==> src/hdl/ass_pkg.sv <==
`timescale 1ns / 1ps
// ----------------------------------------------------------------------------
// ass_pkg: shared types and constants of the step sequencer
// Function codes, event kinds, register indexes and the queue entry type.
// ----------------------------------------------------------------------------
package ass_pkg;
    localparam int STEP_COUNT_D      = 16;
    localparam int TICKS_PER_STEP_D  = 24;
    localparam int QUEUE_DEPTH_D     = 4;

    localparam logic [2:0] FN_TICK   = 3'd0;
    localparam logic [2:0] FN_BLOCK  = 3'd1;
    localparam logic [2:0] FN_WRITE  = 3'd2;
    localparam logic [2:0] FN_CLEAR  = 3'd3;
    localparam logic [2:0] FN_READ   = 3'd4;

    localparam logic [1:0] KIND_OFF  = 2'd0;
    localparam logic [1:0] KIND_ON   = 2'd1;
    localparam logic [1:0] KIND_READ = 2'd2;

    localparam logic [2:0] REG_LOOP_LEN  = 3'd0;
    localparam logic [2:0] REG_LOOP_ST   = 3'd1;
    localparam logic [2:0] REG_GATE_LEN  = 3'd2;
    localparam logic [2:0] REG_ACCENT    = 3'd3;
    localparam logic [2:0] REG_NORMAL    = 3'd4;

    // classified command handed from the front to the back
    typedef struct packed {
        logic [2:0]  func;
        logic [31:0] abs_tick;
        logic [6:0]  offset;
        logic        wrapped;
        logic [3:0]  index;
        logic [6:0]  note;
        logic        gate;
        logic        accent;
        logic        slide;
    } t_cmd;

    typedef struct packed {
        logic [1:0] kind;
        logic [6:0] note;
        logic [6:0] velocity;
        logic       tie;
        logic [6:0] offset;
        logic       read_gate;
        logic       read_accent;
        logic [4:0] playing_step;
        logic       last;
    } t_evt;
endpackage

==> src/hdl/ass_if.sv <==
`timescale 1ns / 1ps
// ----------------------------------------------------------------------------
// ass_in_if / ass_out_if: valid-ready channels of the step sequencer
// Input command channel and output event channel.
// ----------------------------------------------------------------------------
interface ass_in_if;
    logic        valid;
    logic        ready;
    logic [2:0]  func;
    logic [31:0] absolute_tick;
    logic [6:0]  tick_sample_offset;
    logic        loop_wrapped;
    logic [3:0]  step_index;
    logic [7:0]  step_note;
    logic        step_gate;
    logic        step_accent;
    logic        step_slide;
    modport source (output valid, func, absolute_tick, tick_sample_offset, loop_wrapped,
                    step_index, step_note, step_gate, step_accent, step_slide,
                    input ready);
    modport sink (input valid, func, absolute_tick, tick_sample_offset, loop_wrapped,
                  step_index, step_note, step_gate, step_accent, step_slide,
                  output ready);
endinterface

interface ass_out_if;
    logic       valid;
    logic       ready;
    logic [1:0] event_kind;
    logic [6:0] event_note;
    logic [6:0] event_velocity;
    logic       event_tie;
    logic [6:0] event_offset;
    logic       read_gate;
    logic       read_accent;
    logic [4:0] playing_step;
    logic       last;
    modport source (output valid, event_kind, event_note, event_velocity, event_tie,
                    event_offset, read_gate, read_accent, playing_step, last,
                    input ready);
    modport sink (input valid, event_kind, event_note, event_velocity, event_tie,
                  event_offset, read_gate, read_accent, playing_step, last,
                  output ready);
endinterface

==> src/hdl/ass_front.sv <==
`timescale 1ns / 1ps
// ----------------------------------------------------------------------------
// ass_front: command intake and queue
// Clamp and classify input beats, drop unknown codes, hold them in a FIFO.
// ----------------------------------------------------------------------------
module ass_front #(
    parameter int DEPTH = ass_pkg::QUEUE_DEPTH_D
) (
    input  logic            i_clk,
    input  logic            i_rst_n,
    ass_in_if.sink          in_ch,
    output logic            o_cmd_valid,
    output ass_pkg::t_cmd   o_cmd,
    input  logic            i_cmd_pop
);
    localparam int AW = (DEPTH > 1) ? $clog2(DEPTH) : 1;

    ass_pkg::t_cmd   r_mem [DEPTH];
    logic [AW-1:0]   r_wp, r_rp;
    logic [AW:0]     r_cnt;
    ass_pkg::t_cmd   w_cmd;
    logic            w_push, w_known;

    assign in_ch.ready = (r_cnt != (AW+1)'(DEPTH));
    assign w_known = (in_ch.func == ass_pkg::FN_TICK) || (in_ch.func == ass_pkg::FN_BLOCK)
                  || (in_ch.func == ass_pkg::FN_WRITE) || (in_ch.func == ass_pkg::FN_CLEAR)
                  || (in_ch.func == ass_pkg::FN_READ);
    assign w_push = in_ch.valid && in_ch.ready && w_known;

    always_comb begin
        w_cmd.func     = in_ch.func;
        w_cmd.abs_tick = in_ch.absolute_tick;
        w_cmd.offset   = in_ch.tick_sample_offset;
        w_cmd.wrapped  = in_ch.loop_wrapped;
        w_cmd.index    = in_ch.step_index;
        w_cmd.note     = in_ch.step_note[7] ? 7'd127 : in_ch.step_note[6:0];
        w_cmd.gate     = in_ch.step_gate;
        w_cmd.accent   = in_ch.step_accent;
        w_cmd.slide    = in_ch.step_slide;
    end

    always_ff @(posedge i_clk) begin
        if (w_push) begin
            r_mem[r_wp] <= w_cmd;
        end
    end

    always_ff @(posedge i_clk) begin
        if (!i_rst_n) begin
            r_wp  <= '0;
            r_rp  <= '0;
            r_cnt <= '0;
        end else begin
            if (w_push) begin
                r_wp <= (r_wp == AW'(DEPTH-1)) ? '0 : r_wp + 1'b1;
            end
            if (i_cmd_pop) begin
                r_rp <= (r_rp == AW'(DEPTH-1)) ? '0 : r_rp + 1'b1;
            end
            r_cnt <= r_cnt + (AW+1)'(w_push) - (AW+1)'(i_cmd_pop);
        end
    end

    assign o_cmd_valid = (r_cnt != '0);
    assign o_cmd       = r_mem[r_rp];

    a_no_overflow: assert property (@(posedge i_clk) disable iff (!i_rst_n)
        (r_cnt == (AW+1)'(DEPTH)) |-> !w_push || i_cmd_pop)
        else $error("queue overflow");
    a_no_underflow: assert property (@(posedge i_clk) disable iff (!i_rst_n)
        i_cmd_pop |-> o_cmd_valid)
        else $error("queue underflow");
    a_count: assert property (@(posedge i_clk) disable iff (!i_rst_n)
        (w_push && !i_cmd_pop) |=> r_cnt == $past(r_cnt) + 1'b1)
        else $error("count slip");
endmodule

==> src/hdl/ass_divider.sv <==
`timescale 1ns / 1ps
// ----------------------------------------------------------------------------
// ass_divider: serial restoring remainder unit
// One quotient bit per cycle; returns dividend modulo a 16-bit divisor.
// ----------------------------------------------------------------------------
module ass_divider (
    input  logic        i_clk,
    input  logic        i_rst_n,
    input  logic        i_start,
    input  logic [31:0] i_dividend,
    input  logic [15:0] i_divisor,
    output logic        o_done,
    output logic [15:0] o_rem
);
    logic [31:0] r_num;
    logic [16:0] r_rem;
    logic [5:0]  r_cnt;
    logic        r_busy;
    logic [16:0] w_sh;
    logic [17:0] w_diff;

    assign w_sh   = {r_rem[15:0], r_num[31]};
    assign w_diff = {1'b0, w_sh} - {2'b0, i_divisor};

    always_ff @(posedge i_clk) begin
        if (!i_rst_n) begin
            r_busy <= 1'b0;
            r_cnt  <= '0;
            o_done <= 1'b0;
        end else begin
            o_done <= 1'b0;
            if (i_start) begin
                r_busy <= 1'b1;
                r_cnt  <= 6'd32;
                r_num  <= i_dividend;
                r_rem  <= '0;
            end else if (r_busy) begin
                r_num <= {r_num[30:0], 1'b0};
                r_rem <= w_diff[17] ? w_sh : w_diff[16:0];
                r_cnt <= r_cnt - 1'b1;
                if (r_cnt == 6'd1) begin
                    r_busy <= 1'b0;
                    o_done <= 1'b1;
                end
            end
        end
    end

    assign o_rem = r_rem[15:0];
endmodule

==> src/hdl/ass_back.sv <==
`timescale 1ns / 1ps
// ----------------------------------------------------------------------------
// ass_back: pattern store and event sequencer
// Execute queued commands, run the tick fold, emit note events.
// ----------------------------------------------------------------------------
module ass_back #(
    parameter int STEPS = ass_pkg::STEP_COUNT_D,
    parameter int TPS   = ass_pkg::TICKS_PER_STEP_D
) (
    input  logic            i_clk,
    input  logic            i_rst_n,
    input  logic            i_cmd_valid,
    input  ass_pkg::t_cmd   i_cmd,
    output logic            o_cmd_pop,
    input  logic [15:0]     i_loop_len,
    input  logic [31:0]     i_loop_start,
    input  logic [4:0]      i_gate_len,
    input  logic [6:0]      i_accent,
    input  logic [6:0]      i_normal,
    ass_out_if.source       out_ch
);
    localparam int SW = $clog2(STEPS);
    localparam logic [4:0] NO_STEP = 5'd16;
    // reciprocal constants for the step split and the step wrap
    localparam int KT = 23;
    localparam int KS = 22;
    localparam logic [23:0] RT = 24'(((1 << KT) + TPS - 1) / TPS);
    localparam logic [22:0] RS = 23'(((1 << KS) + STEPS - 1) / STEPS);

    localparam logic [3:0] S_IDLE = 4'd0;
    localparam logic [3:0] S_DIV  = 4'd1;
    localparam logic [3:0] S_FIX  = 4'd2;
    localparam logic [3:0] S_STEP = 4'd3;
    localparam logic [3:0] S_SQ   = 4'd4;
    localparam logic [3:0] S_RD   = 4'd5;
    localparam logic [3:0] S_PLAY = 4'd6;
    localparam logic [3:0] S_EMIT = 4'd7;
    localparam logic [3:0] S_CLR  = 4'd8;
    localparam logic [3:0] S_MOD  = 4'd9;
    localparam logic [3:0] S_REL  = 4'd10;

    logic [3:0]  r_state;
    logic [6:0]  r_pn [STEPS];
    logic [2:0]  r_pf [STEPS];
    logic [STEPS-1:0] r_pv;
    logic [4:0]  r_cur;
    logic [6:0]  r_snd, r_owed;
    logic        r_held, r_slides, r_owed_v;
    logic [15:0] r_rel;
    ass_pkg::t_cmd r_cmd;
    logic        r_neg;
    logic [15:0] r_fold;
    logic [15:0] r_q, r_r;
    logic [6:0]  r_sn;
    logic [2:0]  r_sf;
    ass_pkg::t_evt r_ev [2];
    logic [1:0]  r_n, r_k;
    logic        r_ovalid;
    ass_pkg::t_evt r_out;
    logic [4:0]  r_ps;

    logic        w_dstart, w_ddone;
    logic [31:0] w_dvd;
    logic [15:0] w_rem;
    logic [16:0] w_sum;
    logic [39:0] w_qp;
    logic [22:0] w_qt;
    logic [38:0] w_sp;
    logic [22:0] w_sm;
    logic [15:0] w_s;
    logic        w_load;
    ass_pkg::t_evt w_rd, w_next;

    ass_divider u_div (
        .i_clk(i_clk), .i_rst_n(i_rst_n), .i_start(w_dstart),
        .i_dividend(w_dvd), .i_divisor(i_loop_len),
        .o_done(w_ddone), .o_rem(w_rem)
    );

    logic r_dgo;

    assign w_dvd = (r_cmd.abs_tick >= i_loop_start) ? r_cmd.abs_tick - i_loop_start
                                                    : i_loop_start - r_cmd.abs_tick;
    assign w_dstart = r_dgo;
    assign o_cmd_pop = (r_state == S_IDLE) && i_cmd_valid && !r_ovalid;

    function automatic ass_pkg::t_evt mk(input logic [1:0] k, input logic [6:0] nt,
                                         input logic [6:0] v, input logic t,
                                         input logic [6:0] o);
        ass_pkg::t_evt e;
        e = '0;
        e.kind = k; e.note = nt; e.velocity = v; e.tie = t; e.offset = o;
        return e;
    endfunction

    logic [15:0] w_gsum;
    assign w_sum  = {1'b0, r_fold} + {12'b0, (i_gate_len == 5'd0) ? 5'd1 : i_gate_len};
    assign w_gsum = w_sum[15:0];

    // split the folded tick into step number and remainder by reciprocal multiply
    assign w_qp = {24'b0, r_fold} * {16'b0, RT};
    assign w_qt = {7'b0, r_q} * 23'(TPS);
    assign w_sp = {23'b0, r_q} * {16'b0, RS};
    assign w_sm = {7'b0, r_r} * 23'(STEPS);
    assign w_s  = r_q - w_sm[15:0];

    assign w_load = (r_state == S_EMIT) && (r_k != r_n) && (!r_ovalid || out_ch.ready);

    always_comb begin
        w_rd = '0;
        w_rd.kind = ass_pkg::KIND_READ;
        if (32'(r_cmd.index) < 32'(STEPS) && r_pv[r_cmd.index[SW-1:0]]) begin
            w_rd.note        = r_pn[r_cmd.index[SW-1:0]];
            w_rd.tie         = r_pf[r_cmd.index[SW-1:0]][0];
            w_rd.read_gate   = r_pf[r_cmd.index[SW-1:0]][2];
            w_rd.read_accent = r_pf[r_cmd.index[SW-1:0]][1];
        end
    end

    always_comb begin
        w_next = r_ev[r_k[0]];
        w_next.last = (r_k + 2'd1 == r_n);
    end

    always_ff @(posedge i_clk) begin
        if (r_state == S_IDLE && o_cmd_pop && i_cmd.func == ass_pkg::FN_WRITE
            && 32'(i_cmd.index) < 32'(STEPS)) begin
            r_pn[i_cmd.index[SW-1:0]] <= i_cmd.note;
            r_pf[i_cmd.index[SW-1:0]] <= {i_cmd.gate, i_cmd.accent, i_cmd.slide};
        end
    end

    always_ff @(posedge i_clk) begin
        if (!i_rst_n) begin
            r_state <= S_IDLE; r_pv <= '0; r_cur <= NO_STEP;
            r_snd <= '0; r_owed <= '0; r_held <= 1'b0; r_slides <= 1'b0;
            r_owed_v <= 1'b0; r_rel <= '0; r_n <= '0; r_k <= '0;
            r_ovalid <= 1'b0; r_dgo <= 1'b0;
        end else begin
            r_dgo <= o_cmd_pop && (i_cmd.func == ass_pkg::FN_TICK) && (i_loop_len != 16'd0);
            if (w_load) begin
                r_ovalid <= 1'b1;
            end else if (r_ovalid && out_ch.ready) begin
                r_ovalid <= 1'b0;
            end
            case (r_state)
                S_IDLE: begin
                    if (o_cmd_pop) begin
                        r_cmd <= i_cmd;
                        r_n   <= '0;
                        r_k   <= '0;
                        case (i_cmd.func)
                            ass_pkg::FN_WRITE: begin
                                if (32'(i_cmd.index) < 32'(STEPS)) begin
                                    r_pv[i_cmd.index[SW-1:0]] <= 1'b1;
                                end
                            end
                            ass_pkg::FN_CLEAR: begin
                                r_pv <= '0; r_cur <= NO_STEP;
                                if (r_held) begin
                                    r_owed <= r_snd; r_owed_v <= 1'b1;
                                end
                                r_held <= 1'b0; r_slides <= 1'b0;
                            end
                            ass_pkg::FN_READ:  r_state <= S_RD;
                            ass_pkg::FN_BLOCK: r_state <= S_PLAY;
                            ass_pkg::FN_TICK: begin
                                if (i_loop_len != 16'd0) begin
                                    r_state <= S_DIV;
                                end
                            end
                            default: ;
                        endcase
                    end
                end
                S_DIV: begin
                    r_neg <= (r_cmd.abs_tick < i_loop_start);
                    if (w_ddone) r_state <= S_FIX;
                end
                S_FIX: begin
                    if (r_neg && w_rem != 16'd0) r_fold <= i_loop_len - w_rem;
                    else r_fold <= w_rem;
                    r_state <= S_STEP;
                end
                S_STEP: begin
                    // release at gate tick, then take the step quotient
                    if (r_held && !r_slides && r_fold == r_rel) begin
                        r_ev[0] <= mk(ass_pkg::KIND_OFF, r_snd, 7'd0, 1'b0, r_cmd.offset);
                        r_n <= 2'd1; r_held <= 1'b0;
                    end
                    r_q <= w_qp[38:23];
                    r_state <= S_SQ;
                end
                S_SQ: begin
                    // off a step boundary nothing more happens
                    if ({7'b0, r_fold} != w_qt) begin
                        r_state <= S_EMIT;
                    end else begin
                        r_r <= w_sp[37:22];
                        r_state <= S_MOD;
                    end
                end
                S_MOD: begin
                    r_cur <= 5'(w_s[SW-1:0]);
                    r_sn <= r_pv[w_s[SW-1:0]] ? r_pn[w_s[SW-1:0]] : 7'd0;
                    r_sf <= r_pv[w_s[SW-1:0]] ? r_pf[w_s[SW-1:0]] : 3'd0;
                    r_state <= S_PLAY;
                end
                S_RD: begin
                    r_ev[0] <= w_rd;
                    r_n <= 2'd1;
                    r_state <= S_EMIT;
                end
                S_PLAY: begin
                    if (r_cmd.func == ass_pkg::FN_BLOCK) begin
                        r_state <= S_EMIT;
                        if (r_owed_v) begin
                            r_ev[0] <= mk(ass_pkg::KIND_OFF, r_owed, 7'd0, 1'b0, 7'd0);
                            r_owed_v <= 1'b0;
                            if (r_cmd.wrapped && r_held)
                                r_ev[1] <= mk(ass_pkg::KIND_OFF, r_snd, 7'd0, 1'b0, 7'd0);
                        end else begin
                            r_ev[0] <= mk(ass_pkg::KIND_OFF, r_snd, 7'd0, 1'b0, 7'd0);
                        end
                        r_n <= 2'(r_owed_v) + 2'(r_cmd.wrapped && r_held);
                        if (r_cmd.wrapped && r_held) begin
                            r_held <= 1'b0; r_slides <= 1'b0;
                        end
                    end else if (!r_sf[2]) begin
                        r_state <= S_EMIT;
                        if (r_held && !r_slides) begin
                            r_ev[r_n[0]] <= mk(ass_pkg::KIND_OFF, r_snd, 7'd0, 1'b0,
                                               r_cmd.offset);
                            r_n <= r_n + 1'b1; r_held <= 1'b0;
                        end
                    end else begin
                        r_state <= S_REL;
                        // at most two beats: held release was taken or is taken now
                        if (r_held && r_slides) begin
                            r_ev[r_n[0]] <= mk(ass_pkg::KIND_ON, r_sn,
                                               r_sf[1] ? i_accent : i_normal, 1'b1,
                                               r_cmd.offset);
                            r_ev[~r_n[0]] <= mk(ass_pkg::KIND_OFF, r_snd, 7'd0, 1'b0,
                                                r_cmd.offset);
                            r_n <= r_n + 2'd2;
                        end else if (r_held) begin
                            r_ev[0] <= mk(ass_pkg::KIND_OFF, r_snd, 7'd0, 1'b0,
                                          r_cmd.offset);
                            r_ev[1] <= mk(ass_pkg::KIND_ON, r_sn,
                                          r_sf[1] ? i_accent : i_normal, 1'b0,
                                          r_cmd.offset);
                            r_n <= 2'd2;
                        end else begin
                            r_ev[r_n[0]] <= mk(ass_pkg::KIND_ON, r_sn,
                                               r_sf[1] ? i_accent : i_normal, 1'b0,
                                               r_cmd.offset);
                            r_n <= r_n + 1'b1;
                        end
                        r_snd <= r_sn; r_slides <= r_sf[0]; r_held <= 1'b1;
                        r_rel <= (w_sum >= {1'b0, i_loop_len}) ? w_gsum - i_loop_len
                                                               : w_gsum;
                    end
                end
                S_REL: begin
                    // loops shorter than the gate need more than one wrap
                    if (r_rel >= i_loop_len) r_rel <= r_rel - i_loop_len;
                    else r_state <= S_EMIT;
                end
                S_EMIT: begin
                    if (r_k == r_n) begin
                        r_state <= S_IDLE;
                    end else if (w_load) begin
                        r_out <= w_next;
                        r_ps <= r_cur;
                        r_k <= r_k + 1'b1;
                    end
                end
                default: r_state <= S_IDLE;
            endcase
        end
    end

    assign out_ch.valid          = r_ovalid;
    assign out_ch.event_kind     = r_out.kind;
    assign out_ch.event_note     = r_out.note;
    assign out_ch.event_velocity = r_out.velocity;
    assign out_ch.event_tie      = r_out.tie;
    assign out_ch.event_offset   = r_out.offset;
    assign out_ch.read_gate      = r_out.read_gate;
    assign out_ch.read_accent    = r_out.read_accent;
    assign out_ch.playing_step   = r_ps;
    assign out_ch.last           = r_out.last;

    a_emit_bound: assert property (@(posedge i_clk) disable iff (!i_rst_n)
        (r_state == S_EMIT) |-> r_n <= 2'd2)
        else $error("too many events");
    a_cur_range: assert property (@(posedge i_clk) disable iff (!i_rst_n)
        r_cur <= NO_STEP)
        else $error("step out of range");
    a_pop_idle: assert property (@(posedge i_clk) disable iff (!i_rst_n)
        o_cmd_pop |-> r_state == S_IDLE)
        else $error("pop while busy");
endmodule

==> src/hdl/acid_step_sequencer_unit.sv <==
`timescale 1ns / 1ps
// ----------------------------------------------------------------------------
// acid_step_sequencer_unit: 16-step gate/accent/slide pattern sequencer
// Front queue feeds a back end that folds ticks and streams note events.
// ----------------------------------------------------------------------------
// Flow: write/clear pass the front queue and act when the idle back end pops them;
// read and block start load their events, which leave through the output register.
// Tick: the serial remainder unit folds the tick, then the fix, step and boundary
// states, plus lookup and play on a boundary; loops under the gate add S_REL wraps.
// Throughput: one item in the back end at a time; the front queue takes
// up to four beats meanwhile. Reset: synchronous, active low; pattern reads as rests.
module acid_step_sequencer_unit #(
    parameter int STEP_COUNT       = ass_pkg::STEP_COUNT_D,
    parameter int TICKS_PER_STEP_N = ass_pkg::TICKS_PER_STEP_D
) (
    input  logic        i_clk,
    input  logic        i_rst_n,
    ass_in_if.sink      in_ch,
    ass_out_if.source   out_ch,
    input  logic        i_cfg_we,
    input  logic [2:0]  i_cfg_index,
    input  logic [31:0] i_cfg_data
);
    logic [15:0] r_loop_len;
    logic [31:0] r_loop_start;
    logic [4:0]  r_gate_len;
    logic [6:0]  r_accent, r_normal;
    logic          w_cvalid, w_pop;
    ass_pkg::t_cmd w_cmd;

    // hold configuration; the user must write only while idle, the block does not enforce it
    always_ff @(posedge i_clk) begin
        if (!i_rst_n) begin
            r_loop_len <= 16'd384; r_loop_start <= '0; r_gate_len <= 5'd12;
            r_accent <= 7'd127; r_normal <= 7'd100;
        end else if (i_cfg_we) begin
            case (i_cfg_index)
                ass_pkg::REG_LOOP_LEN: r_loop_len   <= i_cfg_data[15:0];
                ass_pkg::REG_LOOP_ST:  r_loop_start <= i_cfg_data;
                ass_pkg::REG_GATE_LEN: r_gate_len   <= i_cfg_data[4:0];
                ass_pkg::REG_ACCENT:   r_accent     <= i_cfg_data[6:0];
                ass_pkg::REG_NORMAL:   r_normal     <= i_cfg_data[6:0];
                default: ;
            endcase
        end
    end

    ass_front #(.DEPTH(ass_pkg::QUEUE_DEPTH_D)) u_front (
        .i_clk(i_clk), .i_rst_n(i_rst_n), .in_ch(in_ch),
        .o_cmd_valid(w_cvalid), .o_cmd(w_cmd), .i_cmd_pop(w_pop)
    );

    ass_back #(.STEPS(STEP_COUNT), .TPS(TICKS_PER_STEP_N)) u_back (
        .i_clk(i_clk), .i_rst_n(i_rst_n), .i_cmd_valid(w_cvalid), .i_cmd(w_cmd),
        .o_cmd_pop(w_pop), .i_loop_len(r_loop_len), .i_loop_start(r_loop_start),
        .i_gate_len(r_gate_len), .i_accent(r_accent), .i_normal(r_normal),
        .out_ch(out_ch)
    );
endmodule

==> src/flat_wrapper.sv <==
// flat-port wrapper written by rule: the top's interface ports become plain ports
module acid_step_sequencer_unit_flat 
#(
    parameter int STEP_COUNT       = ass_pkg::STEP_COUNT_D,
    parameter int TICKS_PER_STEP_N = ass_pkg::TICKS_PER_STEP_D
)
  (i_clk, i_rst_n, i_cfg_we, i_cfg_index, i_cfg_data, in_ch_valid, in_ch_func, in_ch_absolute_tick, in_ch_tick_sample_offset, in_ch_loop_wrapped, in_ch_step_index, in_ch_step_note, in_ch_step_gate, in_ch_step_accent, in_ch_step_slide, in_ch_ready, out_ch_valid, out_ch_event_kind, out_ch_event_note, out_ch_event_velocity, out_ch_event_tie, out_ch_event_offset, out_ch_read_gate, out_ch_read_accent, out_ch_playing_step, out_ch_last, out_ch_ready);
  ass_in_if in_ch_i ();
  ass_out_if out_ch_i ();
  input  logic i_clk;
  input  logic i_rst_n;
  input  logic i_cfg_we;
  input  logic [2:0] i_cfg_index;
  input  logic [31:0] i_cfg_data;
  input wire logic [$bits(in_ch_i.valid)-1:0] in_ch_valid;
  input wire logic [$bits(in_ch_i.func)-1:0] in_ch_func;
  input wire logic [$bits(in_ch_i.absolute_tick)-1:0] in_ch_absolute_tick;
  input wire logic [$bits(in_ch_i.tick_sample_offset)-1:0] in_ch_tick_sample_offset;
  input wire logic [$bits(in_ch_i.loop_wrapped)-1:0] in_ch_loop_wrapped;
  input wire logic [$bits(in_ch_i.step_index)-1:0] in_ch_step_index;
  input wire logic [$bits(in_ch_i.step_note)-1:0] in_ch_step_note;
  input wire logic [$bits(in_ch_i.step_gate)-1:0] in_ch_step_gate;
  input wire logic [$bits(in_ch_i.step_accent)-1:0] in_ch_step_accent;
  input wire logic [$bits(in_ch_i.step_slide)-1:0] in_ch_step_slide;
  output wire logic [$bits(in_ch_i.ready)-1:0] in_ch_ready;
  output wire logic [$bits(out_ch_i.valid)-1:0] out_ch_valid;
  output wire logic [$bits(out_ch_i.event_kind)-1:0] out_ch_event_kind;
  output wire logic [$bits(out_ch_i.event_note)-1:0] out_ch_event_note;
  output wire logic [$bits(out_ch_i.event_velocity)-1:0] out_ch_event_velocity;
  output wire logic [$bits(out_ch_i.event_tie)-1:0] out_ch_event_tie;
  output wire logic [$bits(out_ch_i.event_offset)-1:0] out_ch_event_offset;
  output wire logic [$bits(out_ch_i.read_gate)-1:0] out_ch_read_gate;
  output wire logic [$bits(out_ch_i.read_accent)-1:0] out_ch_read_accent;
  output wire logic [$bits(out_ch_i.playing_step)-1:0] out_ch_playing_step;
  output wire logic [$bits(out_ch_i.last)-1:0] out_ch_last;
  input wire logic [$bits(out_ch_i.ready)-1:0] out_ch_ready;
  assign in_ch_i.valid = in_ch_valid;
  assign in_ch_i.func = in_ch_func;
  assign in_ch_i.absolute_tick = in_ch_absolute_tick;
  assign in_ch_i.tick_sample_offset = in_ch_tick_sample_offset;
  assign in_ch_i.loop_wrapped = in_ch_loop_wrapped;
  assign in_ch_i.step_index = in_ch_step_index;
  assign in_ch_i.step_note = in_ch_step_note;
  assign in_ch_i.step_gate = in_ch_step_gate;
  assign in_ch_i.step_accent = in_ch_step_accent;
  assign in_ch_i.step_slide = in_ch_step_slide;
  assign in_ch_ready = in_ch_i.ready;
  assign out_ch_valid = out_ch_i.valid;
  assign out_ch_event_kind = out_ch_i.event_kind;
  assign out_ch_event_note = out_ch_i.event_note;
  assign out_ch_event_velocity = out_ch_i.event_velocity;
  assign out_ch_event_tie = out_ch_i.event_tie;
  assign out_ch_event_offset = out_ch_i.event_offset;
  assign out_ch_read_gate = out_ch_i.read_gate;
  assign out_ch_read_accent = out_ch_i.read_accent;
  assign out_ch_playing_step = out_ch_i.playing_step;
  assign out_ch_last = out_ch_i.last;
  assign out_ch_i.ready = out_ch_ready;
  acid_step_sequencer_unit #(.STEP_COUNT(STEP_COUNT), .TICKS_PER_STEP_N(TICKS_PER_STEP_N)) u_core (.i_clk(i_clk), .i_rst_n(i_rst_n), .in_ch(in_ch_i), .out_ch(out_ch_i), .i_cfg_we(i_cfg_we), .i_cfg_index(i_cfg_index), .i_cfg_data(i_cfg_data));
endmodule
==> config.mk <==
export PLATFORM = sky130hd
export DESIGN_NAME = acid_step_sequencer_unit_flat
export DESIGN_NICKNAME = d
export VERILOG_FILES = /design/src/hdl/ass_pkg.sv /design/src/hdl/ass_if.sv /design/src/hdl/ass_front.sv /design/src/hdl/ass_divider.sv /design/src/hdl/ass_back.sv /design/src/hdl/acid_step_sequencer_unit.sv /design/src/flat_wrapper.sv
export SDC_FILE = /design/constraint.sdc
export NUM_CORES = 2
export LEC_CHECK = 0
export BUFFER_PORTS_ARGS = -buffer_cell sky130_fd_sc_hd__buf_2
export CORE_AREA = 2 2 320 322
export CTS_CLUSTER_DIAMETER = 100
export DETAILED_ROUTE_END_ITERATION = 8
export DIE_AREA = 0 0 322 324
export SLEW_MARGIN = 5
export SYNTH_ARGS = -nofsm -noshare
export SYNTH_HDL_FRONTEND = slang
export SYNTH_SLANG_ARGS = --single-unit
==> constraint.sdc <==
create_clock -name i_clk -period 5.8 [get_ports i_clk]
set_clock_uncertainty 0.1 [all_clocks]
set_input_delay 0.29 -clock i_clk [delete_from_list [all_inputs] [get_ports i_clk]]
set_output_delay 0.29 -clock i_clk [all_outputs]
set_load 0.005 [all_outputs]
==> results.md <==
Run status:
- The flow ran to the end, and the final reports show no timing, DRC or antenna violations.

Timing:
- The final critical path takes up 98.3% of the cycle.
- The top achievable clock speed is about 0.18 GHz.
- The post-layout minimum cycle time is 5700 ps.
- The worst slew slack as a fraction of its limit is approximately 22%.
- On the final layout, the worst hold slack is roughly 76 ps.
- Setup repair after global routing could not meet its margin everywhere.
- The total count of hold-check failures in the final report was 0.
- The final-report max-slew violation count is 0.
- Setup violations remaining at the end of the flow were counted as 0.
- For the pin with the worst max-slew slack, the measured transition is around 1200 ps.

Route:
- After detailed routing, the number of vias per cell comes to between 5 and 6.
- The iteration count of the initial detailed-routing pass is 7.
- In this run the remaining antenna-violating nets after routing total 0.
- The total number of vias is about 28000.
- The routed wirelength normalized by instance count is just over 20 µm.
- In the routed design, unresolved DRC markers number 0.
- In this run, the number of DRC markers left after iteration 0 of detailed routing was roughly 2100.
- After detailed routing, the total wire length is around 110 mm.

Worst hold path:
- The worst hold path was traced through 4 stages.
- The worst hold path belongs to the class primary input to register.
- The start point of the worst hold path is in_ch_valid.

Power and ir drop:
- The worst-case IR drop observed on VDD is 262 µV.
- The analysis attributes to cell leakage a power of 18.0 nW.
- The cell area power density is around 400 nW/µm².

Synth:
- The yosys synthesis warning count is 0.
- The post-synthesis cell count is around 3400.
- Counting every net in the synthesized netlist gives between 3000 and 4000.
- In the synthesized netlist the dominant register cell turns out to be sky130_fd_sc_hd__edfxtp_1.
- The count of different cell masters after synthesis is slightly above 90.
- The mean instance size in the synthesized netlist is between 10 and 15 µm².
- The synthesized cell area is around 42000 µm².
- The number of enable-type register cells in the synthesized netlist is 582.
- The async set-or-reset flop fraction in the synthesized netlist is 0%.
- After synthesis the netlist holds a flip-flop and latch count of around 760.
- The sequential element share of the synthesized area is roughly half.

Clock tree:
- The root buffer cell is sky130_fd_sc_hd__clkbuf_16.
- The largest buffer count on any clock path is 3.
- The number of buffers inserted during clock tree synthesis is 85.
- Clock-pin slew was measured on the worst setup and hold paths at around 60 ps.
- In this run the number of H-tree levels came out at 3.
- Clock tree synthesis found a total of about 760 sinks.
- The CTS tree is built.
- At the later pin of the worst-skew pair, clock insertion delay measures roughly 660 ps.

Floorplanning:
- Measured along the y axis, the die boundary spans 324 µm.
- In this run the core area contains about 120 standard-cell rows.
- The floorplan die area is approximately 100000 µm².
- between 100 and 150 I/O pins were placed.
- The effective utilization at floorplan is between 40% and 50%.
- The region available for standard cell placement spans 101000 µm².
- The floorplan die width is 322 µm.

Global routing:
- Global routing finished with a remaining overflow of 0.
- The first global-routing pass estimated around 160 mm of wire.
- Entering global routing, the biggest net connects 80 pins.
- The number of antenna violations at the first check in global routing is 8.
- The via count of the first global-routing pass was 27300.
- In the global route stage, overall resource usage came out at approximately a fifth.

Setup path:
- The data arrival at the endpoint of the critical path is 6010 ps.
- The critical path class is register to register.
- The worst reg2reg path depth is 19.
- The maximum fanout along the worst path is 3.
- The origin of the critical flop-to-flop path is u_core.u_back.r_fold[1].
- The source of the critical timing path is u_core.u_back.r_fold[1].
- The worst endpoint required time is 6110 ps.
- The nature of the critical path startpoint is a register.
- The kind of end point of the critical path is a register.

Final layout:
- The share of final-layout standard cells stronger than drive strength 1 is between 10% and 20%.
- The top cell types in the final layout, fill and taps aside, are sky130_fd_sc_hd__edfxtp_1, sky130_fd_sc_hd__nand2_1, sky130_fd_sc_hd__inv_1, sky130_fd_sc_hd__ha_1, sky130_fd_sc_hd__a21oi_1.
- In the final design database the tool counted approximately 4100 nets.
- The most common cell after layout, fill and taps aside is sky130_fd_sc_hd__edfxtp_1.
- Once layout is complete, the cells apart from fillers number a little over 5000.
- From synthesis to final layout, the design area changed by 14.7%.
- The number of fill cells in the layout is around 9000.

Placed design:
- Including well taps, the total number of placed cells is slightly below 5000.
- The number of input and output port buffers inserted is between 100 and 150.
- The weighted congestion reported at the end of routability-driven placement is ~0.91.
- The final HPWL from detailed placement is around 75 mm.

Run:
- The number of max-capacitance violations reported is 0.
## critical path, stage by stage, from the launching register on
cell,delay [ps]
sky130_fd_sc_hd__edfxtp_1,430
sky130_fd_sc_hd__ha_4,270
sky130_fd_sc_hd__fa_1,520
sky130_fd_sc_hd__inv_2,70
sky130_fd_sc_hd__fa_1,520
sky130_fd_sc_hd__inv_2,40
sky130_fd_sc_hd__fa_1,550
sky130_fd_sc_hd__fa_1,440
sky130_fd_sc_hd__fa_1,560
sky130_fd_sc_hd__ha_4,210
sky130_fd_sc_hd__a21o_1,150
sky130_fd_sc_hd__a21o_1,160
sky130_fd_sc_hd__a21o_1,170
sky130_fd_sc_hd__a221o_1,320
sky130_fd_sc_hd__a21oi_4,200
sky130_fd_sc_hd__o21ai_4,100
sky130_fd_sc_hd__a211oi_2,270
sky130_fd_sc_hd__o31ai_2,120
sky130_fd_sc_hd__a21oi_1,170
sky130_fd_sc_hd__xnor2_1,80
## synthesized netlist by cell type (20+ instances only)
cell                       instances  area (µm²)
sky130_fd_sc_hd__edfxtp_1        582       17500
sky130_fd_sc_hd__nand2_1         323        1210
sky130_fd_sc_hd__inv_1           270        1010
sky130_fd_sc_hd__ha_1            267        3340
sky130_fd_sc_hd__nor2_1          177         664
sky130_fd_sc_hd__a21oi_1         173         866
sky130_fd_sc_hd__dfxtp_1         173        3460
sky130_fd_sc_hd__mux4_2          165        3720
sky130_fd_sc_hd__o21ai_0         129         646
sky130_fd_sc_hd__xnor2_1          91         797
sky130_fd_sc_hd__clkbuf_1         87         327
sky130_fd_sc_hd__fa_1             84        1680
sky130_fd_sc_hd__a21boi_0         80         601
sky130_fd_sc_hd__nand3_1          60         300
sky130_fd_sc_hd__a21o_1           56         420
sky130_fd_sc_hd__mux2_2           52         586
sky130_fd_sc_hd__mux2i_1          52         521
sky130_fd_sc_hd__nor2b_1          52         325
sky130_fd_sc_hd__xor2_1           45         394
sky130_fd_sc_hd__nor3_1           43         215
sky130_fd_sc_hd__and2_1           34         213
sky130_fd_sc_hd__nand4_1          31         194
sky130_fd_sc_hd__and3_1           26         163
sky130_fd_sc_hd__a211oi_1         24         180
sky130_fd_sc_hd__buf_1            24        90.1
sky130_fd_sc_hd__o21bai_1         24         180
sky130_fd_sc_hd__nand2b_1         23         144
sky130_fd_sc_hd__a31oi_1          21         131
sky130_fd_sc_hd__nor4_1           21         131
sky130_fd_sc_hd__or2_2            21         131
sky130_fd_sc_hd__o211ai_1         20         150
## final cells by class
class | count | area [µm²] | share of cell area (%)
multi-input cells | 2272 | 19600 | 40.6
clock buffers | 98 | 2210 | 4.58
clock inverters | 59 | 634 | 1.32
well taps | 1309 | 1640 | 3.40
flip-flops and latches | 755 | 20900 | 43.4
repair buffers | 301 | 2180 | 4.53
diodes | 2 | 5.00 | 0.0104
inverters | 271 | 1020 | 2.11
## through the flow
step	setup WS (ps)	total power [mW]	TNS (ps)	cell area, µm²	util, %
2_1_floorplan	25.0	11.8	0	42000	-
3_3_place_gp	-78.5	13.6	-105	44400	43.9
3_5_place_dp	-160	13.7	-367	44400	43.9
4_1_cts	5.62	19.3	0	48200	47.7
5_1_grt	-110	20.4	-231	48200	47.7
6_report	97.5	19.2	0	48200	47.7
## kinds of logic after synthesis
kind of cell	after synthesis	share of synthesized area (%)
DFF	755	49.8
adders and majority gates	351	12.0
xor gates and xnor gates	136	2.83
buffers and inverters	411	3.85
and+or+nand+nor	857	9.72
muxes	271	11.5
AOI/OAI and AO/OA	657	10.3
## what timing repair did
action | CTS | global route
setup buffers | 0 | 1
endpoints found under the hold margin | 299 | 0
hold buffers | 94 | 0
resized for setup | 4 | 10
pin swaps | 4 | 6
setup endpoints to repair | 4 | 6
## worst paths after layout
check	endpoint	slack (ps)
worst max-delay path	u_core.u_back.r_q[11]	100
worst min-delay path	u_core.u_front.r_wp[1]	80
worst max register to register	u_core.u_back.r_q[11]	100
worst min register to register	u_core.u_back.out_ch.playing_step[2]	340
## where the power goes
group	switching [mW]	leakage, nW	internal, mW
clock network	2.29	1.38	3.17
registers	0.404	6.67	6.49
logic	3.69	9.94	3.11
total	6.38	18.0	12.8
## per-layer routing
| layer | routed length [µm] | up-vias | GRT usage (%) |
|---|---|---|---|
| met2 | 47600 | 799 | 31.3 |
| met1 | 48700 | 13800 | 29.0 |
| met4 | 2430 | 2 | 5.91 |
| met3 | 6700 | 152 | 3.28 |
| li1 | - | 13200 | - |
| met5 | 12 | - | 0 |
## registers in the layout, indices dropped and copies added (netlist names), 32 cells and up, named ones only
name and count:
u_core.u_back.r_ev 49, u_core.u_back.u_div.r_num 32, u_core.u_back.r_pf 48, u_core.u_back.r_cmd 47
u_core.u_back.r_pn 112, u_core.r_loop_start 32, u_core.u_front.r_mem 228
Power figures use the tool's default switching activity.
